`config.mk`:
```
export PLATFORM = sky130hd
export DESIGN_NAME = sha1_message_digest
export DESIGN_NICKNAME = d
export VERILOG_FILES = /design/src/rtl/sha1md_pkg.sv /design/src/rtl/sha1md_round.sv /design/src/rtl/sha1_message_digest.sv
export SDC_FILE = /design/constraint.sdc
export NUM_CORES = 2
export LEC_CHECK = 0
export ABC_CLOCK_PERIOD_IN_PS = 42000
export CAP_MARGIN = 20
export CORE_MARGIN = 5
export CORE_UTILIZATION = 60
export CTS_CLUSTER_DIAMETER = 100
export DETAILED_ROUTE_END_ITERATION = 6
export DONT_BUFFER_PORTS = 1
export PLACE_DENSITY = 0.81
export SKIP_LAST_GASP = 1
export SYNTH_ARGS = -nofsm -noshare
export SYNTH_HDL_FRONTEND = slang
export SYNTH_SLANG_ARGS = --single-unit
export TNS_END_PERCENT = 50
```
`constraint.sdc`:
```
create_clock -name clock -period 42 [get_ports clock]
set_input_delay 8.4 -clock clock [delete_from_list [all_inputs] [get_ports clock]]
set_output_delay 8.4 -clock clock [all_outputs]
set_load 0.01 [all_outputs]
```
`src/rtl/sha1md_pkg.sv`:
```
package sha1md_pkg;

   localparam int WORD_W      = 32;
   localparam int NUM_WORDS   = 5;
   localparam int ROUNDS      = 80;
   localparam int ROUND_W     = 7;
   localparam int BLOCK_BYTES = 64;
   localparam int BLOCK_BITS  = BLOCK_BYTES * 8;
   localparam int FILL_W      = 6;
   localparam int LEN_POS     = 56;
   localparam int INDEX_W     = 3;

   typedef logic [WORD_W-1:0] word_type;

   typedef struct packed {
      word_type a;
      word_type b;
      word_type c;
      word_type d;
      word_type e;
   } work_type;

   // Schedule taps relative to the oldest word of the sixteen-word window.
   typedef struct packed {
      word_type s0;
      word_type s2;
      word_type s8;
      word_type s13;
   } taps_type;

   localparam word_type INIT_H [0:NUM_WORDS-1] = '{
      32'h67452301, 32'hEFCDAB89, 32'h98BADCFE, 32'h10325476, 32'hC3D2E1F0
   };

   localparam word_type K_CH  = 32'h5A827999;
   localparam word_type K_P1  = 32'h6ED9EBA1;
   localparam word_type K_MAJ = 32'h8F1BBCDC;
   localparam word_type K_P2  = 32'hCA62C1D6;

   localparam logic [7:0] PAD_BYTE = 8'h80;

   function automatic word_type rotl(word_type v, int unsigned s);
      return (v << s) | (v >> (WORD_W - s));
   endfunction

endpackage

```
`src/rtl/sha1md_round.sv`:
```
module sha1md_round (
   input  logic [sha1md_pkg::ROUND_W-1:0] round_i,
   input  sha1md_pkg::work_type           work_i,
   input  sha1md_pkg::taps_type           taps_i,
   output sha1md_pkg::word_type           w_o,
   output sha1md_pkg::work_type           work_o
);
   import sha1md_pkg::*;

   word_type f;
   word_type k;
   word_type sum;

   always_comb begin
      // The first sixteen rounds use the block words as they stand.
      if (round_i < ROUND_W'(16)) begin
         w_o = taps_i.s0;
      end else begin
         w_o = rotl(taps_i.s13 ^ taps_i.s8 ^ taps_i.s2 ^ taps_i.s0, 1);
      end

      if (round_i < ROUND_W'(20)) begin
         f = (work_i.b & work_i.c) | (~work_i.b & work_i.d);
         k = K_CH;
      end else if (round_i < ROUND_W'(40)) begin
         f = work_i.b ^ work_i.c ^ work_i.d;
         k = K_P1;
      end else if (round_i < ROUND_W'(60)) begin
         f = (work_i.b & work_i.c) | (work_i.b & work_i.d) | (work_i.c & work_i.d);
         k = K_MAJ;
      end else begin
         f = work_i.b ^ work_i.c ^ work_i.d;
         k = K_P2;
      end

      sum = rotl(work_i.a, 5) + f + work_i.e + k + w_o;

      work_o.a = sum;
      work_o.b = work_i.a;
      work_o.c = rotl(work_i.b, 30);
      work_o.d = work_i.c;
      work_o.e = work_i.d;
   end

endmodule

```
`src/rtl/sha1_message_digest.sv`:
```
// Streaming SHA-1 digest engine. Each accepted request carries at most one
// message byte (req_byte_valid) and may close the message (req_end_of_message);
// a request that closes the message without a byte finishes it as it stands,
// so an empty message is allowed. A byte that neither completes a block nor
// closes the message is taken without a stall. When a byte completes a 64-byte
// block, req_stall stays high while the single shared round unit runs the 80
// rounds, one per cycle, and then while the chaining value is updated. Closing
// a message costs a padding pass that shifts one pad byte per cycle up to the
// end of the block, then one compression, or two passes and two compressions
// when over 55 bytes were pending in the last block. The digest leaves as five
// responses, h0 first, one per cycle unless the receiver stalls; after the
// fifth the engine starts over for the next message. The message length is
// counted modulo 2^64 bytes and written as bits, big-endian, in the pad.
module sha1_message_digest (
   input  logic        clock,
   input  logic        reset,
   input  logic        req_valid,
   output logic        req_stall,
   input  logic [7:0]  req_data_byte,
   input  logic        req_byte_valid,
   input  logic        req_end_of_message,
   output logic        rsp_valid,
   input  logic        rsp_stall,
   output logic [31:0] rsp_digest_word,
   output logic [2:0]  rsp_word_index,
   output logic        rsp_last_word
);
   import sha1md_pkg::*;

   localparam logic [2:0] ST_IDLE   = 3'd0;
   localparam logic [2:0] ST_ROUND  = 3'd1;
   localparam logic [2:0] ST_FINISH = 3'd2;
   localparam logic [2:0] ST_PAD    = 3'd3;
   localparam logic [2:0] ST_OUT    = 3'd4;

   localparam int TAP0  = BLOCK_BITS - 1;
   localparam int TAP2  = BLOCK_BITS - 1 - 2 * WORD_W;
   localparam int TAP8  = BLOCK_BITS - 1 - 8 * WORD_W;
   localparam int TAP13 = BLOCK_BITS - 1 - 13 * WORD_W;

   logic [2:0]            state_ff, state_in;
   logic [63:0]           count_ff, count_in;
   logic [63:0]           len_ff, len_in;
   logic [FILL_W-1:0]     fill_ff, fill_in;
   logic                  pad_first_ff, pad_first_in;
   logic                  len_ok_ff, len_ok_in;
   logic                  pad_active_ff, pad_active_in;
   logic                  final_ff, final_in;
   logic [ROUND_W-1:0]    round_ff, round_in;
   logic [INDEX_W-1:0]    idx_ff, idx_in;
   logic [BLOCK_BITS-1:0] buf_ff, buf_in;
   work_type              work_ff, work_in;
   word_type              chain_ff [0:NUM_WORDS-1];
   word_type              chain_in [0:NUM_WORDS-1];

   logic                  req_accept;
   logic [63:0]           count_next;
   logic [7:0]            pad_byte;
   logic                  len_byte;
   taps_type              taps;
   word_type              w_cur;
   work_type              work_next;
   work_type              work_start;

   // The block buffer doubles as the sixteen-word schedule window: bytes shift
   // in at the bottom, and during compression words rotate out of the top.
   assign taps.s0  = buf_ff[TAP0  -: WORD_W];
   assign taps.s2  = buf_ff[TAP2  -: WORD_W];
   assign taps.s8  = buf_ff[TAP8  -: WORD_W];
   assign taps.s13 = buf_ff[TAP13 -: WORD_W];

   sha1md_round u_round (
      .round_i (round_ff),
      .work_i  (work_ff),
      .taps_i  (taps),
      .w_o     (w_cur),
      .work_o  (work_next)
   );

   assign work_start.a = chain_ff[0];
   assign work_start.b = chain_ff[1];
   assign work_start.c = chain_ff[2];
   assign work_start.d = chain_ff[3];
   assign work_start.e = chain_ff[4];

   assign req_stall  = (state_ff != ST_IDLE);
   assign req_accept = req_valid && !req_stall;
   assign count_next = count_ff + 64'(req_byte_valid);

   // The length bytes follow the 0x80 marker if it left room, else go into the next block.
   assign len_byte = len_ok_ff && !pad_first_ff && (fill_ff >= FILL_W'(LEN_POS));

   always_comb begin
      if (pad_first_ff) begin
         pad_byte = PAD_BYTE;
      end else if (len_byte) begin
         pad_byte = len_ff[63:56];
      end else begin
         pad_byte = 8'h00;
      end
   end

   assign rsp_valid       = (state_ff == ST_OUT);
   assign rsp_digest_word = chain_ff[idx_ff];
   assign rsp_word_index  = idx_ff;
   assign rsp_last_word   = (idx_ff == INDEX_W'(NUM_WORDS - 1));

   always_comb begin
      state_in      = state_ff;
      count_in      = count_ff;
      len_in        = len_ff;
      fill_in       = fill_ff;
      pad_first_in  = pad_first_ff;
      len_ok_in     = len_ok_ff;
      pad_active_in = pad_active_ff;
      final_in      = final_ff;
      round_in      = round_ff;
      idx_in        = idx_ff;
      buf_in        = buf_ff;
      work_in       = work_ff;
      chain_in      = chain_ff;

      case (state_ff)
         ST_IDLE: begin
            if (req_accept) begin
               if (req_byte_valid) begin
                  buf_in   = {buf_ff[BLOCK_BITS-9:0], req_data_byte};
                  count_in = count_next;
               end
               pad_active_in = req_end_of_message;
               len_in        = {count_next[60:0], 3'b000};
               fill_in       = count_next[FILL_W-1:0];
               pad_first_in  = 1'b1;
               len_ok_in     = 1'b0;
               final_in      = 1'b0;
               if (req_byte_valid && (count_ff[FILL_W-1:0] == FILL_W'(BLOCK_BYTES - 1))) begin
                  state_in = ST_ROUND;
                  round_in = '0;
                  work_in  = work_start;
               end else if (req_end_of_message) begin
                  state_in = ST_PAD;
               end
            end
         end
         ST_ROUND: begin
            work_in  = work_next;
            buf_in   = {buf_ff[BLOCK_BITS-WORD_W-1:0], w_cur};
            round_in = round_ff + 1'b1;
            if (round_ff == ROUND_W'(ROUNDS - 1)) begin
               state_in = ST_FINISH;
            end
         end
         ST_FINISH: begin
            chain_in[0] = chain_ff[0] + work_ff.a;
            chain_in[1] = chain_ff[1] + work_ff.b;
            chain_in[2] = chain_ff[2] + work_ff.c;
            chain_in[3] = chain_ff[3] + work_ff.d;
            chain_in[4] = chain_ff[4] + work_ff.e;
            if (final_ff) begin
               state_in = ST_OUT;
               idx_in   = '0;
            end else if (pad_active_ff) begin
               // A block ended before the marker left room, so the next one
               // carries the length.
               state_in  = ST_PAD;
               len_ok_in = !pad_first_ff;
            end else begin
               state_in = ST_IDLE;
            end
         end
         ST_PAD: begin
            buf_in       = {buf_ff[BLOCK_BITS-9:0], pad_byte};
            fill_in      = fill_ff + 1'b1;
            pad_first_in = 1'b0;
            if (pad_first_ff) begin
               len_ok_in = (fill_ff < FILL_W'(LEN_POS));
            end
            if (len_byte) begin
               len_in = {len_ff[55:0], 8'h00};
            end
            if (fill_ff == FILL_W'(BLOCK_BYTES - 1)) begin
               final_in = len_ok_ff && !pad_first_ff;
               state_in = ST_ROUND;
               round_in = '0;
               work_in  = work_start;
            end
         end
         ST_OUT: begin
            if (!rsp_stall) begin
               if (idx_ff == INDEX_W'(NUM_WORDS - 1)) begin
                  chain_in      = INIT_H;
                  count_in      = '0;
                  pad_active_in = 1'b0;
                  final_in      = 1'b0;
                  state_in      = ST_IDLE;
               end else begin
                  idx_in = idx_ff + 1'b1;
               end
            end
         end
         default: begin
            state_in = ST_IDLE;
         end
      endcase
   end

   always_ff @(posedge clock) begin
      if (reset) begin
         state_ff      <= ST_IDLE;
         count_ff      <= '0;
         fill_ff       <= '0;
         pad_first_ff  <= 1'b0;
         len_ok_ff     <= 1'b0;
         pad_active_ff <= 1'b0;
         final_ff      <= 1'b0;
         round_ff      <= '0;
         idx_ff        <= '0;
         chain_ff      <= INIT_H;
      end else begin
         state_ff      <= state_in;
         count_ff      <= count_in;
         fill_ff       <= fill_in;
         pad_first_ff  <= pad_first_in;
         len_ok_ff     <= len_ok_in;
         pad_active_ff <= pad_active_in;
         final_ff      <= final_in;
         round_ff      <= round_in;
         idx_ff        <= idx_in;
         chain_ff      <= chain_in;
      end
   end

   always_ff @(posedge clock) begin
      len_ff  <= len_in;
      buf_ff  <= buf_in;
      work_ff <= work_in;
   end

endmodule
```
Word level (Yosys, flattened, before mapping)
Index checks and enable logic that the tools add are counted.
{"block": "word_totals", "rom_bits": 0, "ram_bits": 0, "output_inout_bits": 38, "wordCells": 168, "latchBits": 0, "memories": 0, "regBits": 983, "in_bits": 14}
{"block": "classes", "addsub": 13, "n_lt_le_gt_ge": 7, "div_mod_pow": 0, "n_eq_ne": 22, "n_reduce_logical": 25, "n_bitwise": 17, "n_mul": 0, "n_shift": 0, "mux": 63}
{"op": "512-bit one-hot mux with 3 select lines", "count": 1}
{"op": "512-bit two-way mux", "count": 2}
{"op": "160-bit two-way mux", "count": 5}
{"op": "160-bit one-hot mux with 3 select lines", "count": 1}
{"op": "64-bit two-way mux", "count": 6}
{"op": "160-bit one-hot mux with 2 select lines", "count": 1}
{"op": "32-bit adder", "count": 9}
{"op": "32-bit two-way mux", "count": 8}
{"op": "64-bit one-hot mux with 2 select lines", "count": 2}
{"op": "32-bit bitwise XOR", "count": 5}
{"op": "32-bit bitwise AND", "count": 4}
{"op": "32-bit binary-select mux with 3-bit select", "count": 1}
{"op": "32-bit bitwise OR", "count": 3}
{"op": "64-bit by 1-bit adder with 64-bit output", "count": 1}
{"op": "3-bit two-way mux", "count": 11}
{"op": "32-bit NOT", "count": 1}
{"op": "32-bit by 1-bit bitwise OR with 32-bit output", "count": 1}
{"op": "32-bit by 30-bit bitwise OR with 32-bit output", "count": 1}
{"op": "32-bit by 5-bit bitwise OR with 32-bit output", "count": 1}
{"op": "31-bit two-way mux", "count": 1}
{"op": "2-bit inequality test (second input constant)", "count": 12}
{"op": "7-bit two-way mux", "count": 3}
{"op": "7-bit one-hot mux with 3 select lines", "count": 1}
{"op": "8-bit two-way mux", "count": 2}
{"op": "34 further kinds", "count": 64}

Logic depth before layout (Yosys ltp)
{"block": "depth", "depth_word": 11, "mapped_depth": 27}

Modules after synthesis
A second synthesis with hierarchy kept.
{"block": "unflattened", "hier_cells": 6457, "area_unflattened_um2": 57527.7}
{"module": "sha1_message_digest", "instances": 1, "area_per_inst_um2": 49834.0, "cells_each": 5526}
{"module": "sha1md_round", "instances": 1, "area_per_inst_um2": 7693.6, "cells_each": 931}

Worst setup path after synthesis
Ideal clock, no wire load.
{"block": "synth_timing", "path_type": "input to register", "startpoint": "input req_valid", "endpoint": "register buf_ff[0] (enable)", "n_path_buf": 0, "setup_time_ps": 926, "required_ps": 41074, "setup_slack_ps": 21169, "stages": 3, "t_arrival_ps": 19905, "path_cell_list": "nand2_1 nand2_1 o21a_1"}
{"block": "synth_via", "elab_chain_cells": 3}
{"item": "from (decl)", "line": "sha1_message_digest.sv:17", "source": "input logic req_valid,"}
{"item": "1-bit logical AND", "line": "sha1_message_digest.sv:87", "source": "assign req_accept = req_valid && !req_stall;"}
{"item": "2-bit inequality test (no source line)"}
{"item": "3-bit AND reduction (no source line)"}
{"item": "to (signal assigned)", "line": "sha1_message_digest.sv:235", "source": "buf_ff <= buf_in;"}
{"item": "to (decl)", "line": "sha1_message_digest.sv:51", "source": "logic [BLOCK_BITS-1:0] buf_ff, buf_in;"}
No other way between the ends.
A chain may end at the register's enable or synchronous reset.

Final worst setup path
{"block": "layout_timing", "startpoint": "register idx_ff[1], in the netlist rsp_word_index[1]", "endpoint": "output rsp_digest_word[0]"}
{"block": "layout_via", "elab_chain_cells": 4}
{"item": "from (decl)", "line": "sha1_message_digest.sv:50", "source": "logic [INDEX_W-1:0] idx_ff, idx_in;"}
{"item": "from (signal assigned)", "line": "sha1_message_digest.sv:228", "source": "idx_ff <= idx_in;"}
{"item": "3-bit NOT with 4-bit output (implied by the code)", "line": "sha1_message_digest.sv:104", "source": "assign rsp_digest_word = chain_ff[idx_ff];"}
{"item": "32-bit binary-select mux with 3-bit select", "line": "sha1_message_digest.sv:104"}
{"item": "32-bit two-way mux (implied by the code) (2 in series)", "line": "sha1_message_digest.sv:104"}
{"item": "to (decl)", "line": "sha1_message_digest.sv:24", "source": "output logic [31:0] rsp_digest_word,"}
No other way between the ends. The select of a mux whose other input is x is not followed.

==> flow_results.org <==
** GRT
- Antenna violations before repair :: 7
- The total overflow left after global routing is 0.
- The number of global-route vias before repair was 42.1k.
- For this run, the total global-route usage over all layers was measured as 0.284.
- Entering global routing, the biggest net connects 237 pins.
- First-pass GRT wire length :: 227000 um

** Yosys
- The synthesized netlist contains 83 unique library cells.
- Asr flop ratio synth :: 0
- For this run, the register share of the synthesized area comes to 0.481.
- Number of synthesized flops with an enable pin :: 733
- Prevailing post-synth register cell :: sky130_fd_sc_hd__edfxtp_1
- Leading area contributor after synthesis :: sky130_fd_sc_hd__edfxtp_1
- Share of the synthesized area in the top cell type :: 0.393
- Averaged over all synthesized cells, the footprint is 9.07 um2.
- Post-Synthesis Cells :: 6169
- Counting instances in the post-synthesis netlist gives the leading cell types as sky130_fd_sc_hd__nand2_1 (2090), sky130_fd_sc_hd__edfxtp_1 (733), sky130_fd_sc_hd__o21ai_0 (350).
- Dominant cells by area after synthesis :: sky130_fd_sc_hd__edfxtp_1 (39%), sky130_fd_sc_hd__nand2_1 (14%), sky130_fd_sc_hd__dfxtp_1 (8.7%)
- FF+latch count, synth :: 977
- Count of yosys warnings during synthesis :: 0
- Synthesis produced a netlist with a net count of 6508.
- Cell Area, Synth :: 56000 um2
- Most used standard cell by instance count after synthesis :: sky130_fd_sc_hd__nand2_1

** Timing
- Total of endpoints with negative setup slack in the final report :: 0
- Final critical delay including setup and external delays :: 11.37 ns
- Final clock skew :: 0.0287 ns
- Worst-case headroom to the max-slew limit :: 0.170
- At the pin with the least slew margin, the transition time is 1.25 ns.
- The number of failing hold endpoints at the final stage came to 0.
- After routing, the total negative slack on setup checks comes to 0 ns.
- The final number of max-transition violations was 0.
- Dividing the final minimum period by the clock period gives 0.271.
- Maximum frequency from static timing analysis :: 0.0880 GHz
- RSZ-0062 raised after global routing :: false

** Floorplan
- During I/O placement, the number of pins put on the boundary was 52.
- Total Die Area :: 99500 um2
- From bottom edge to top edge, the die measures 315 um.
- Horizontal extent of the die :: 315 um
- Core footprint :: 92900 um2
- Effective utilization at floorplan :: 0.602
- The initialized floorplan defines 112 standard-cell rows.

** Job
- Max-cap violations in this run came to 0.

** Clocking
- The H-tree generated during clock tree synthesis spans 3 levels.
- Number of buffers inserted during clock tree synthesis :: 102
- The number of setup buffers added after CTS is 0.
- For this design, the sink count on the clock tree is 977.
- Hold buffer count at CTS :: 0
- CTS clock-pin slew for the worst setup and hold paths :: 0.06 ns
- The clock reaches the later pin of the worst-skew pair after 0.69 ns.
- Maximum number of buffers from clock root to sink :: 3
- CTS placed an instance of sky130_fd_sc_hd__clkbuf_16 at the clock tree root.
- TritonCTS built the clock tree.
- Resized cells post-CTS :: 0

** Critical path
- For flop-to-flop paths, the worst setup slack is 34.79 ns.
- Buffers & Inverters on Critical Path :: 1
- STA puts the critical path data arrival time at 2.97 ns.
- The critical path goes through mux4_2 > inv_1 > o21ai_0.
- Grouping stages by cell kind, the critical path spends the most delay in flip-flops.
- For this run, the slowest stage of the critical path takes 1.08 ns.
- Classification of the worst setup path :: reg2out
- STA classifies the critical path endpoint as a primary output.
- Of all nets on the critical path, the largest fanout is 35.
- Slowest CP cell :: sky130_fd_sc_hd__dfxtp_2
- Critical Path Source Type :: flip-flop
- Data on the critical path is required at its endpoint by 33.60 ns.

** Drt
- In the final routed layout, each cell accounts on average for 19.6 um.
- Wires add up to 145000 um.
- Via density per instance :: 6.00
- Detailed router's first-iteration violation count :: 5291
- Before antenna repair, the detailed router went through 7 iterations.
- Detail Route Antenna Nets :: 0
- Number of vias after detailed routing :: 44.2k
- DR DRC count :: 5

** Placement
- Detailed placement finished with a half-perimeter wire length of 96200 um.
- Count of buffers from port buffering :: 0
- Summing all placed instances gives a cell area of 56800 um2.
- Gpl congestion :: 0.960

** Status
- Run status :: finished, violations left
- The final reports fail on design-rule violations.

** Worst hold path
- The worst hold path belongs to the class reg2reg.

** Layout
- Proportion of layout cells with a drive suffix above 1 :: 0.0496
- The finished cells cover 60600 um2.
- Total number of nets in the final design :: 6356
- From synthesis to final layout, the design area changed by 8.19%.
per-layer routing:
layer  global-route usage  up-vias  part of all wire
li1                     -    20800                 -
met1                0.393    21100              0.41
met2                0.441     1919              0.45
met3               0.0606      388             0.091
met4                0.116        6             0.047
met5                    0        -           0.00032
worst paths after layout:
path | end | startpoint | cells past startpoint
max | rsp_digest_word[0] | rsp_word_index[1] | 3
min | chain_ff[21] | chain_ff[21] | 2
max reg2reg | work_ff[159] | round_ff[4] | 23
min reg2reg | chain_ff[21] | chain_ff[21] | 2
sequential cells by signal, summed over array words and instances (netlist names):
name	cells
pad_first_ff	1
buf_ff	512
count_ff	61
chain_ff	160
len_ff	61
state_ff	3
round_ff	7
len_ok_ff	1
work_ff	160
final_ff	1
rsp_word_index	3
pad_active_ff	1
fill_ff	6
worst min-delay path, cell delays in order (launching register included):
cell                      delay [ns]
sky130_fd_sc_hd__dfxtp_1        0.33
sky130_fd_sc_hd__nand2_1        0.06
sky130_fd_sc_hd__o31ai_1        0.05
logic make-up (layout without fill, tap and decap cells):
group / Yosys count / in the layout / share of synthesized area
AND/OR/NAND/NOR: 2829 / 2829 / 0.206
buffers and inverters: 569 / 505 / 0.0386
adder cells (fa/ha/maj): 325 / 325 / 0.0883
flip-flops: 977 / 977 / 0.481
XOR/XNOR: 302 / 302 / 0.0473
AO/OA/AOI/OAI: 1083 / 1083 / 0.117
other: 0 / 6 / 0
multiplexers: 84 / 84 / 0.0224
placed cells by master, fill, tap and decap left out, types with 18 or more instances in the layout:
master and instances:
sky130_fd_sc_hd__or3_1 43, sky130_fd_sc_hd__a21oi_1 343, sky130_fd_sc_hd__inv_1 259, sky130_fd_sc_hd__nor2_1 344, sky130_fd_sc_hd__o21a_1 18, sky130_fd_sc_hd__dfxtp_1 241, sky130_fd_sc_hd__nand4_1 25, sky130_fd_sc_hd__xor2_1 98
sky130_fd_sc_hd__nand3_1 91, sky130_fd_sc_hd__mux4_2 32, sky130_fd_sc_hd__ha_1 208, sky130_fd_sc_hd__a22oi_1 23, sky130_fd_sc_hd__nor2b_1 23, sky130_fd_sc_hd__nand2b_1 34, sky130_fd_sc_hd__mux2i_1 41, sky130_fd_sc_hd__nor3_1 63
sky130_fd_sc_hd__bufinv_16 20, sky130_fd_sc_hd__a221o_1 18, sky130_fd_sc_hd__nand2_1 2090, sky130_fd_sc_hd__buf_4 46, sky130_fd_sc_hd__clkinv_1 18, sky130_fd_sc_hd__clkinv_2 24, sky130_fd_sc_hd__a21o_1 103, sky130_fd_sc_hd__o22ai_1 19
sky130_fd_sc_hd__xnor2_1 204, sky130_fd_sc_hd__a31oi_1 38, sky130_fd_sc_hd__fa_1 117, sky130_fd_sc_hd__edfxtp_1 733, sky130_fd_sc_hd__o21ai_0 350, sky130_fd_sc_hd__and3_1 33, sky130_fd_sc_hd__clkbuf_16 105
final cells by class:
type	count	area [um2]
fill	7135	32400
clock inverter	69	912
multi-input combinational	4623	27000
antenna	6	15.0
clock buffer	123	2730
sequential	977	26900
tap	1254	1570
inverter	263	992
timing repair buffer	50	433
metrics by stage:
step | utilization | cells | worst slack (ns) | hold slack (ns)
final | 0.652 | 7365 | 30.63 | 0.493
after global routing | 0.652 | 7359 | 30.53 | 0.519
after CTS | 0.651 | 7356 | 30.61 | 0.493
after detailed placement | 0.612 | 7164 | 30.23 | 0.490
after global placement | 0.612 | 7164 | 30.32 | 0.463
after floorplan | - | 6169 | 21.17 | 0.454
Power is left out: the tool's default activity adds up to more than one toggle a clock period on the data nets, which glitch-free logic cannot reach.
